<file path="config.mk">
export PLATFORM = sky130hd
export DESIGN_NAME = optical_flow_frame_parser
export DESIGN_NICKNAME = d
export VERILOG_FILES = /design/src/rtl/ofp_pkg.sv /design/src/rtl/optical_flow_frame_parser.sv /design/src/rtl/ofp_parse_core.sv
export SDC_FILE = /design/constraint.sdc
export NUM_CORES = 1
export LEC_CHECK = 0
export BUFFER_PORTS_ARGS = -buffer_cell sky130_fd_sc_hd__clkbuf_2
export CAP_MARGIN = 25
export CELL_PAD_IN_SITES_DETAIL_PLACEMENT = 0
export CELL_PAD_IN_SITES_GLOBAL_PLACEMENT = 1
export CORE_UTILIZATION = 40
export CTS_CLUSTER_DIAMETER = 40
export DETAILED_ROUTE_END_ITERATION = 8
export GPL_ROUTABILITY_DRIVEN = 0
export PLACE_DENSITY = 0.76
export SYNTH_ARGS = -nofsm -noshare
export SYNTH_HDL_FRONTEND = slang
export SYNTH_SLANG_ARGS = --single-unit
</file>
<file path="constraint.sdc">
create_clock -name i_clk -period 30 [get_ports i_clk]
set_input_delay 3 -clock i_clk [delete_from_list [all_inputs] [get_ports i_clk]]
set_output_delay 3 -clock i_clk [all_outputs]
set_load 0.01 [all_outputs]
</file>
<file path="src/rtl/ofp_pkg.sv">
`timescale 1ns / 1ps
`default_nettype none
package ofp_pkg;

    localparam int CNT_W = 5;

    localparam logic [7:0]       START_BYTE  = 8'hFE;
    localparam logic [7:0]       LEN_BYTE    = 8'h1A;
    localparam logic [7:0]       MSG_ID_FLOW = 8'd100;
    localparam logic [CNT_W-1:0] HEADER_LEN  = 5'd4;
    localparam logic [CNT_W-1:0] PAYLOAD_LEN = 5'd26;
    localparam int               PAYLOAD_N   = 26;
    localparam int               HEADER_N    = 4;

    typedef enum logic [2:0] {
        PH_HUNT = 3'd0,
        PH_LEN  = 3'd1,
        PH_HDR  = 3'd2,
        PH_PAY  = 3'd3
    } t_phase;

    typedef struct packed {
        logic [63:0]        time_usec;
        logic [31:0]        comp_x_bits;
        logic [31:0]        comp_y_bits;
        logic [31:0]        distance_bits;
        logic signed [15:0] flow_x;
        logic signed [15:0] flow_y;
        logic [7:0]         sensor_id;
        logic [7:0]         quality;
        logic [7:0]         seq_number;
        logic [7:0]         system_id;
        logic [7:0]         component_id;
    } t_record;

    typedef struct packed {
        logic emit;
        logic will_emit;
    } t_core_stat;

endpackage
`default_nettype wire

</file>
<file path="src/rtl/optical_flow_frame_parser.sv">
// The record is presented on o_rec_valid in the cycle after the last payload byte is taken.
// Throughput: one byte per cycle; o_rx_ready drops only when the last payload byte
// is waiting while a previous record is still held on the output register.
// Reset (synchronous, active low): parser returns to hunting for the start byte,
// any pending record is dropped.
`timescale 1ns / 1ps
`default_nettype none
module optical_flow_frame_parser (
    input  wire logic        i_clk,
    input  wire logic        i_rst_n,
    input  wire logic        i_rx_valid,
    output logic             o_rx_ready,
    input  wire logic [7:0]  i_rx_byte,
    output logic             o_rec_valid,
    input  wire logic        i_rec_ready,
    output logic [63:0]      o_time_usec,
    output logic [31:0]      o_comp_x_bits,
    output logic [31:0]      o_comp_y_bits,
    output logic [31:0]      o_distance_bits,
    output logic signed [15:0] o_flow_x,
    output logic signed [15:0] o_flow_y,
    output logic [7:0]       o_sensor_id,
    output logic [7:0]       o_quality,
    output logic [7:0]       o_seq_number,
    output logic [7:0]       o_system_id,
    output logic [7:0]       o_component_id
);
    import ofp_pkg::*;

    t_core_stat core_stat;
    t_record    core_rec;
    t_record    r_rec;
    logic       r_valid;
    logic       take;

    assign o_rx_ready = !(core_stat.will_emit && r_valid && !i_rec_ready);
    assign take       = i_rx_valid && o_rx_ready;

    ofp_parse_core u_core (
        .i_clk     (i_clk),
        .i_rst_n   (i_rst_n),
        .i_take    (take),
        .i_rx_byte (i_rx_byte),
        .o_stat    (core_stat),
        .o_rec     (core_rec)
    );

    always_ff @(posedge i_clk) begin
        if (!i_rst_n) begin
            r_valid <= 1'b0;
        end else if (core_stat.emit) begin
            r_valid <= 1'b1;
        end else if (i_rec_ready) begin
            r_valid <= 1'b0;
        end
    end

    always_ff @(posedge i_clk) begin
        if (core_stat.emit) begin
            r_rec <= core_rec;
        end
    end

    assign o_rec_valid     = r_valid;
    assign o_time_usec     = r_rec.time_usec;
    assign o_comp_x_bits   = r_rec.comp_x_bits;
    assign o_comp_y_bits   = r_rec.comp_y_bits;
    assign o_distance_bits = r_rec.distance_bits;
    assign o_flow_x        = r_rec.flow_x;
    assign o_flow_y        = r_rec.flow_y;
    assign o_sensor_id     = r_rec.sensor_id;
    assign o_quality       = r_rec.quality;
    assign o_seq_number    = r_rec.seq_number;
    assign o_system_id     = r_rec.system_id;
    assign o_component_id  = r_rec.component_id;

endmodule
`default_nettype wire

</file>
<file path="src/rtl/ofp_parse_core.sv">
`timescale 1ns / 1ps
`default_nettype none
module ofp_parse_core (
    input  wire logic             i_clk,
    input  wire logic             i_rst_n,
    input  wire logic             i_take,
    input  wire logic [7:0]       i_rx_byte,
    output ofp_pkg::t_core_stat   o_stat,
    output ofp_pkg::t_record      o_rec
);
    import ofp_pkg::*;

    t_phase           r_phase, n_phase;
    logic [CNT_W-1:0] r_count, n_count;
    logic [7:0]       r_hdr [HEADER_N];
    logic [7:0]       r_pay [PAYLOAD_N];
    logic             hdr_we, pay_we;
    logic [CNT_W-1:0] pay_idx;
    logic             id_ok;
    logic             emit;

    assign id_ok = (r_hdr[3] == MSG_ID_FLOW);

    always_ff @(posedge i_clk) begin
        if (!i_rst_n) begin
            r_phase <= PH_HUNT;
            r_count <= '0;
        end else begin
            r_phase <= n_phase;
            r_count <= n_count;
        end
    end

    always_ff @(posedge i_clk) begin
        if (hdr_we) begin
            r_hdr[r_count[1:0]] <= i_rx_byte;
        end
        if (pay_we) begin
            r_pay[pay_idx] <= i_rx_byte;
        end
    end

    always_comb begin
        n_phase = r_phase;
        n_count = r_count;
        hdr_we  = 1'b0;
        pay_we  = 1'b0;
        pay_idx = r_count;
        emit    = 1'b0;
        if (i_take) begin
            unique case (r_phase)
                PH_HUNT: begin
                    if (i_rx_byte == START_BYTE) begin
                        n_phase = PH_LEN;
                    end
                end
                PH_LEN: begin
                    n_phase = (i_rx_byte == LEN_BYTE) ? PH_HDR : PH_HUNT;
                end
                PH_HDR: begin
                    if (r_count < HEADER_LEN) begin
                        hdr_we  = 1'b1;
                        n_count = r_count + 1'b1;
                    end else begin
                        pay_we  = 1'b1;
                        pay_idx = '0;
                        n_count = 5'd1;
                        n_phase = PH_PAY;
                    end
                end
                PH_PAY: begin
                    if (!id_ok || r_count == '0 || r_count >= PAYLOAD_LEN) begin
                        n_phase = PH_HUNT;
                        n_count = '0;
                    end else if (r_count == PAYLOAD_LEN - 1'b1) begin
                        emit    = 1'b1;
                        n_phase = PH_HUNT;
                        n_count = '0;
                    end else begin
                        pay_we  = 1'b1;
                        n_count = r_count + 1'b1;
                    end
                end
                default: begin
                    n_phase = PH_HUNT;
                    n_count = '0;
                end
            endcase
        end
    end

    // last payload byte is taken straight from the input
    always_comb begin
        o_rec.time_usec     = {r_pay[7], r_pay[6], r_pay[5], r_pay[4],
                               r_pay[3], r_pay[2], r_pay[1], r_pay[0]};
        o_rec.comp_x_bits   = {r_pay[11], r_pay[10], r_pay[9], r_pay[8]};
        o_rec.comp_y_bits   = {r_pay[15], r_pay[14], r_pay[13], r_pay[12]};
        o_rec.distance_bits = {r_pay[19], r_pay[18], r_pay[17], r_pay[16]};
        o_rec.flow_x        = {r_pay[21], r_pay[20]};
        o_rec.flow_y        = {r_pay[23], r_pay[22]};
        o_rec.sensor_id     = r_pay[24];
        o_rec.quality       = i_rx_byte;
        o_rec.seq_number    = r_hdr[0];
        o_rec.system_id     = r_hdr[1];
        o_rec.component_id  = r_hdr[2];
    end

    assign o_stat.emit      = emit;
    assign o_stat.will_emit = (r_phase == PH_PAY) && id_ok
                              && (r_count == PAYLOAD_LEN - 1'b1);

endmodule
`default_nettype wire

</file>
Word-level counts from Yosys, hierarchy flattened
Memory sizes are Yosys's and may differ from the RTL's. A register that Yosys moved wholly into a read port is not among the register bits.
Cells that the tools add are included.
{ "totals": {"regBits": 17, "memories": 2, "output_inout_bits": 234, "in_bits": 12, "elab_cells": 67, "mem_bits_rw": 240} }
{ "mem_list": {"columns": ["name", "depth", "width", "rd", "rd_ports_with_merged_regs", "write_ports", "line", "rtl"], "rows": [
  ["u_core.r_pay", 26, 8, 25, 25, 1, "ofp_parse_core.sv:16", "logic [7:0] r_pay [PAYLOAD_N];"],
  ["u_core.r_hdr", 4, 8, 4, 3, 1, "ofp_parse_core.sv:15", "logic [7:0] r_hdr [HEADER_N];"]
]} }
{ "classes": {"n_mux": 31, "bitwise": 1, "n_reduce_logical": 16, "n_eq_ne": 10, "order_cmp": 2, "addsub": 1} }
{ "op_table": {"columns": ["op", "n"], "rows": [
  ["5-bit two-way mux", 6],
  ["1-bit two-way mux", 17],
  ["5-bit case mux with 3 select lines", 1],
  ["3-bit two-way mux", 4],
  ["3-bit case mux with 4 select lines", 1],
  ["8-bit by 5-bit equality test with 1-bit output (second input constant)", 1],
  ["8-bit by 7-bit equality test with 1-bit output (second input constant)", 1],
  ["8-bit equality test (second input constant)", 1],
  ["3-bit by 2-bit equality test with 1-bit output (second input constant)", 2],
  ["5-bit by 1-bit adder with 5-bit output (second input constant)", 1],
  ["5-bit equality test (second input constant)", 1],
  ["5-bit >= comparator (second input constant)", 1],
  ["1-bit logical AND", 5],
  ["5-bit zero test", 1],
  ["5-bit by 3-bit less-than comparator with 1-bit output (second input constant)", 1],
  ["4-bit AND reduction", 1],
  ["3-bit by 1-bit equality test with 1-bit output (second input constant)", 1],
  ["1-bit zero test", 3],
  ["3-bit zero test", 1],
  ["3-bit by 2-bit inequality test with 1-bit output (second input constant)", 1],
  ["1-bit logical OR", 2],
  ["2-bit two-way mux", 1],
  ["2-bit by 1-bit inequality test with 1-bit output (second input constant)", 1],
  ["2-bit inequality test (second input constant)", 1],
  ["other kinds (5)", 5]
]} }

Depth between registers and ports, before layout
An unclocked memory read counts as a cell.
{ "logic_depth": {"ltp_word": 11, "depth_mapped": 8, "depth_no_buf": 7} }

Modules after synthesis
A second synthesis with hierarchy kept.
{ "hier_totals": {"cells_unflattened": 600, "hier_area_um2": 14930.6} }
{ "modules_own_cells": {"columns": ["mod", "cells_each", "seq_area_each_um2", "area_each_um2", "n_inst"], "rows": [
  ["ofp_parse_core", 363, 7106.8, 7903.8, 1],
  ["optical_flow_frame_parser", 237, 6986.7, 7026.7, 1]
]} }

Worst setup path before layout
OpenSTA, ideal clock, no wires.
{ "synth_path": {"path_kind": "input -> register", "start": "in i_rec_ready", "end": "reg o_comp_x_bits[0] (netlist name)", "path_slack_ns": 3.642, "arrival_time_ns": 24.963, "cell_stages": 2, "setup_time_ns": 1.395, "required_time_ns": 28.605, "n_path_buf": 0, "path_cell_list": "o41ai_4 nor4_1"} }
{ "synth_between": {"elab_chain_len": 5} }
{ "synth_rtl": {"columns": ["element", "line", "rtl"], "rows": [
  ["from (decl)", "optical_flow_frame_parser.sv:15", "input wire logic i_rec_ready,"],
  ["1-bit zero test", "optical_flow_frame_parser.sv:36", "assign o_rx_ready = !(core_stat.will_emit && r_valid && !i_rec_ready);"],
  ["1-bit logical AND", "optical_flow_frame_parser.sv:36", null],
  ["1-bit zero test", "optical_flow_frame_parser.sv:36", null],
  ["1-bit logical AND", "optical_flow_frame_parser.sv:37", "assign take = i_rx_valid && o_rx_ready;"],
  ["1-bit two-way mux", "ofp_parse_core.sv:50", "if (i_take) begin"],
  ["net u_core.emit", "ofp_parse_core.sv:20", "logic emit;"]
]} }
The timed path passes the listed nets, and every way through them passes these cells.
A chain may end at the register's enable or synchronous reset.

Final worst setup path
{ "layout_path": {"start": "in i_rec_ready", "end": "out o_rx_ready"} }
{ "layout_between": {"elab_chain_len": 3} }
{ "layout_rtl": {"columns": ["element", "line", "rtl"], "rows": [
  ["1-bit zero test", "optical_flow_frame_parser.sv:36", null],
  ["1-bit logical AND", "optical_flow_frame_parser.sv:36", null],
  ["1-bit zero test", "optical_flow_frame_parser.sv:36", null],
  ["to (decl)", "optical_flow_frame_parser.sv:12", "output logic o_rx_ready,"]
]} }
No other way between the ends.

==> metrics.md <==
| Metric | Value |
|---|---|
| Ratio of cells with drive above 1 in the final layout | 0.388 |
| Fin crit period | 6730 ps |
| Syn_nets | slightly above 600 |
| Fin Setup TNS | 0 ps |
| PostCTS Resize Cnt | 0 |
| Die width | 195 um |
| Total track usage | 0.157 |
| Worst-path clk slew | 60 ps |
| Critical-path top delay cell | nor3_1 |
| Root buffer cell | clkbuf_16 |
| # rows | 70 |
| Htree depth | 2 |
| Vias | 6,766 |
| Area growth from synthesis to layout | 25.2% |
| Hold-critical path depth | 0 |
| Final setup fails | 0 |
| Asr flop ratio synth | 0 |
| Fin nets | approximately 900 |
| Crit path DAT | 3730 ps |
| Via density | 4.78 |
| CP max FO | 3 |
| Reg-to-reg slack, setup | 26,580 ps |
| Metal2 WL | 14,700 um |
| Crit-path max cell delay | about 380 ps |
| CTS Buffer Depth | 3 |
| CP cell instances | clkbuf_2 > nor3_1 > nand2_1 > clkbuf_2 |
| DR iter-0 viols | 423 |
| ANT nets after route | 0 |
| Max-slew headroom | 0.0550 |
| Per-cell routed wire length | 21.3 um |
| M1 WL | between 10,000 and 15,000 um |
| Initial Util | 0.406 |
| Max IR drop VDD | 0.0540 mV |
| Final period util | 0.224 |
| CP Class | in -> out |
| CTS Buf Count | 55 |
| Cell family with most CP delay | simple AND/OR/NAND/NOR gates |
| Slew Viols, Final | 0 |
| Drt drc | 0 |
| Io pins | 246 |
| Setup WS pre-CTS | roughly 23,000 ps |
| Reg2reg path depth | 6 |
| Worst setup EP type | output pin |
| Initial antenna violation count | 0 |
| Setup crit start kind | primary input |
| Multi-input gate area | 802 um^2 |
| Clk Latency, worst-skew pair | just under 600 ps |
| Vias in the first global route | 6,837 |
| Number of synthesized register bits | 472 |
| Worst Setup EP | o_rx_ready |
| Hpwl dp | 17,300 um |
| Worst r2r dst | u_core.r_pay[3][7] |
| Worst Hold Class | reg -> reg |
| Antenna cell count | 0 |
| Pwr/cell area | 72.7 nW/um^2 |
| Overflow after GRT | 0 |
| RSZ-0062 raised after global routing | no |
| Mapped cell area | 14,900 um^2 |
| Bufs and invs on worst path | 2 |
| Hold Worst Slack | just over 400 ps |
| Final count of hold timing violations | 0 |
| Gate Count Post-Synth | 596 |
| Peak Freq | 149 MHz |
| CP startpoint | i_rec_ready |
| Final worst slack | 23,270 ps |
| Layout fillers | ~2.9k |
| Worst slew pin tran | around 1400 ps |
| # clock sinks | roughly 470 |
| Die H | 195 um |
| Core area | between 30,000 and 40,000 um^2 |
| MaxCap Viol Count | 0 |
| Number of enable flip-flop cells after synthesis | 464 |
| Critical path's most frequent cell | clkbuf_2 |
| Largest net degree at the start of global routing | 199 |
| R2R Path Start | u_core.r_count[1] |
| Netlist cell types | 39 |
| Yosys warns | 0 |
| Overall routed net length | around 30,000 um |
| Top_reg_cell synth | edfxtp_1 |
| Syn avg cell area | roughly 25 um^2 |
| Crit. path cell count | 4 |
| Setup bufs post-CTS | 0 |
| Hold_buf cts | 0 |
| Layout Skew | 11.4 ps |
| WP data required | 27,000 ps |
| Routed length on met3 | 1850 um |
| Register area share after synthesis | 0.947 |
| Status | finished clean |
| CTS tree | built |
| Router iterations before antenna repair | 5 |
| Die area | about 38,000 um^2 |
| P_leak | ~6.4 nW |
| First-pass GRT wire length | 42,900 um |
| Sequential cell area | ~14,000 um^2 |
| Highest routed layer | met4 |
| Buffers on Ports | 245 |
Yosys cell counts, types with 2 or more instances:
| cell | n | area, um^2 |
|---|---|---|
| a41oi_1 | 2 | 17.5 |
| and2_1 | 2 | 12.5 |
| buf_2 | 3 | 15.0 |
| clkbuf_1 | 4 | 15.0 |
| dfxtp_1 | 8 | 160 |
| edfxtp_1 | 464 | 13900 |
| ha_1 | 4 | 50.1 |
| inv_1 | 7 | 26.3 |
| mux2i_1 | 2 | 20.0 |
| nand2_1 | 15 | 56.3 |
| nand2b_1 | 2 | 12.5 |
| nand3_1 | 6 | 30.0 |
| nand3b_1 | 2 | 15.0 |
| nand4_1 | 2 | 12.5 |
| nand4b_1 | 3 | 26.3 |
| nor2_1 | 14 | 52.6 |
| nor2b_1 | 3 | 18.8 |
| nor3_1 | 14 | 70.1 |
| nor4_1 | 14 | 87.6 |
| o21ai_0 | 5 | 25.0 |
| o41ai_1 | 2 | 17.5 |
logic make-up after synthesis:
| group | after synthesis | share of synthesized area |
|---|---|---|
| adders and majority gates | 4 | 0.00336 |
| AOI/OAI and AO/OA | 21 | 0.0118 |
| and+or+nand+nor | 82 | 0.0317 |
| muxes | 2 | 0.00135 |
| DFF | 472 | 0.947 |
| buffers and inverters | 15 | 0.00454 |
per-stage QoR:
step           utilization  cell area [um^2]  cells  power, mW
3_3_place_gp         0.459             16800   1309      0.743
3_5_place_dp         0.460             16800   1310      0.744
4_1_cts              0.507             18600   1409       1.37
5_1_grt              0.509             18600   1416       1.40
2_1_floorplan            -             14900    596      0.733
6_report             0.509             18600   1416       1.35
layout make-up:
| class | count | share of cell area |
|---|---|---|
| clock buffers | 64 | 0.0757 |
| clock inverters | 35 | 0.0173 |
| inverters | 7 | 0.00141 |
| multi-input cells | 109 | 0.0431 |
| flip-flops and latches | 472 | 0.757 |
| well taps | 468 | 0.0314 |
| repair buffers | 261 | 0.0743 |
routing by layer:
layer | GRT usage | up-vias
met5 | 0 | -
met1 | 0.199 | 3412
met3 | 0.0406 | 56
met2 | 0.260 | 249
li1 | - | 3049
met4 | 0.0618 | 0
cells in the final DEF (no fill, tap or decap), types with 3 or more instances in the layout:
cell and instances:
o21ai_0 5, nor2_1 14, inv_8 5, clkinv_4 6
nand4b_1 3, nor4_2 12, clkbuf_4 3, clkbuf_16 55
clkbuf_1 9, inv_6 8, nor2b_1 3, nor3_1 12
buf_4 7, ha_1 4, nand2_1 15, nand3_1 6
clkbuf_2 246, inv_1 7, nor3_2 3, clkinvlp_4 3
clkinv_2 5, edfxtp_1 464, clkinv_1 5, dfxtp_1 8
registers in the layout (all words and copies together), names as in the netlist:
signal and count:
u_core.r_count 5, o_system_id 8, o_rec_valid 1, u_core.r_phase 2
o_comp_x_bits 32, o_distance_bits 32, o_quality 8, o_comp_y_bits 32
u_core.r_hdr 32, o_flow_y 16, o_time_usec 64, o_component_id 8
o_sensor_id 8, u_core.r_pay 200, o_flow_x 16, o_seq_number 8
power breakdown:
| part | total, mW | internal [mW] | switching [mW] | leakage (nW) |
|---|---|---|---|---|
| combinational | 0.0107 | 0.00168 | 0.00899 | 1.32 |
| sequential | 0.719 | 0.719 | 0.0000197 | 4.23 |
| clock | 0.624 | 0.361 | 0.263 | 0.843 |
how the worst min path moves through the flow:
stage                              endpoint                 from  slack (ps)
after floorplan            o_comp_x_bits[0]   u_core.r_pay[8][0]         400
after global placement    o_component_id[1]   u_core.r_hdr[2][1]         400
after detailed placement  o_comp_x_bits[11]   u_core.r_pay[9][3]         400
after CTS                      o_flow_y[11]  u_core.r_pay[23][3]         400
after global routing        o_time_usec[59]   u_core.r_pay[7][3]         410
final                          o_flow_y[10]  u_core.r_pay[23][2]         410
(Power assumes the default switching activity.)
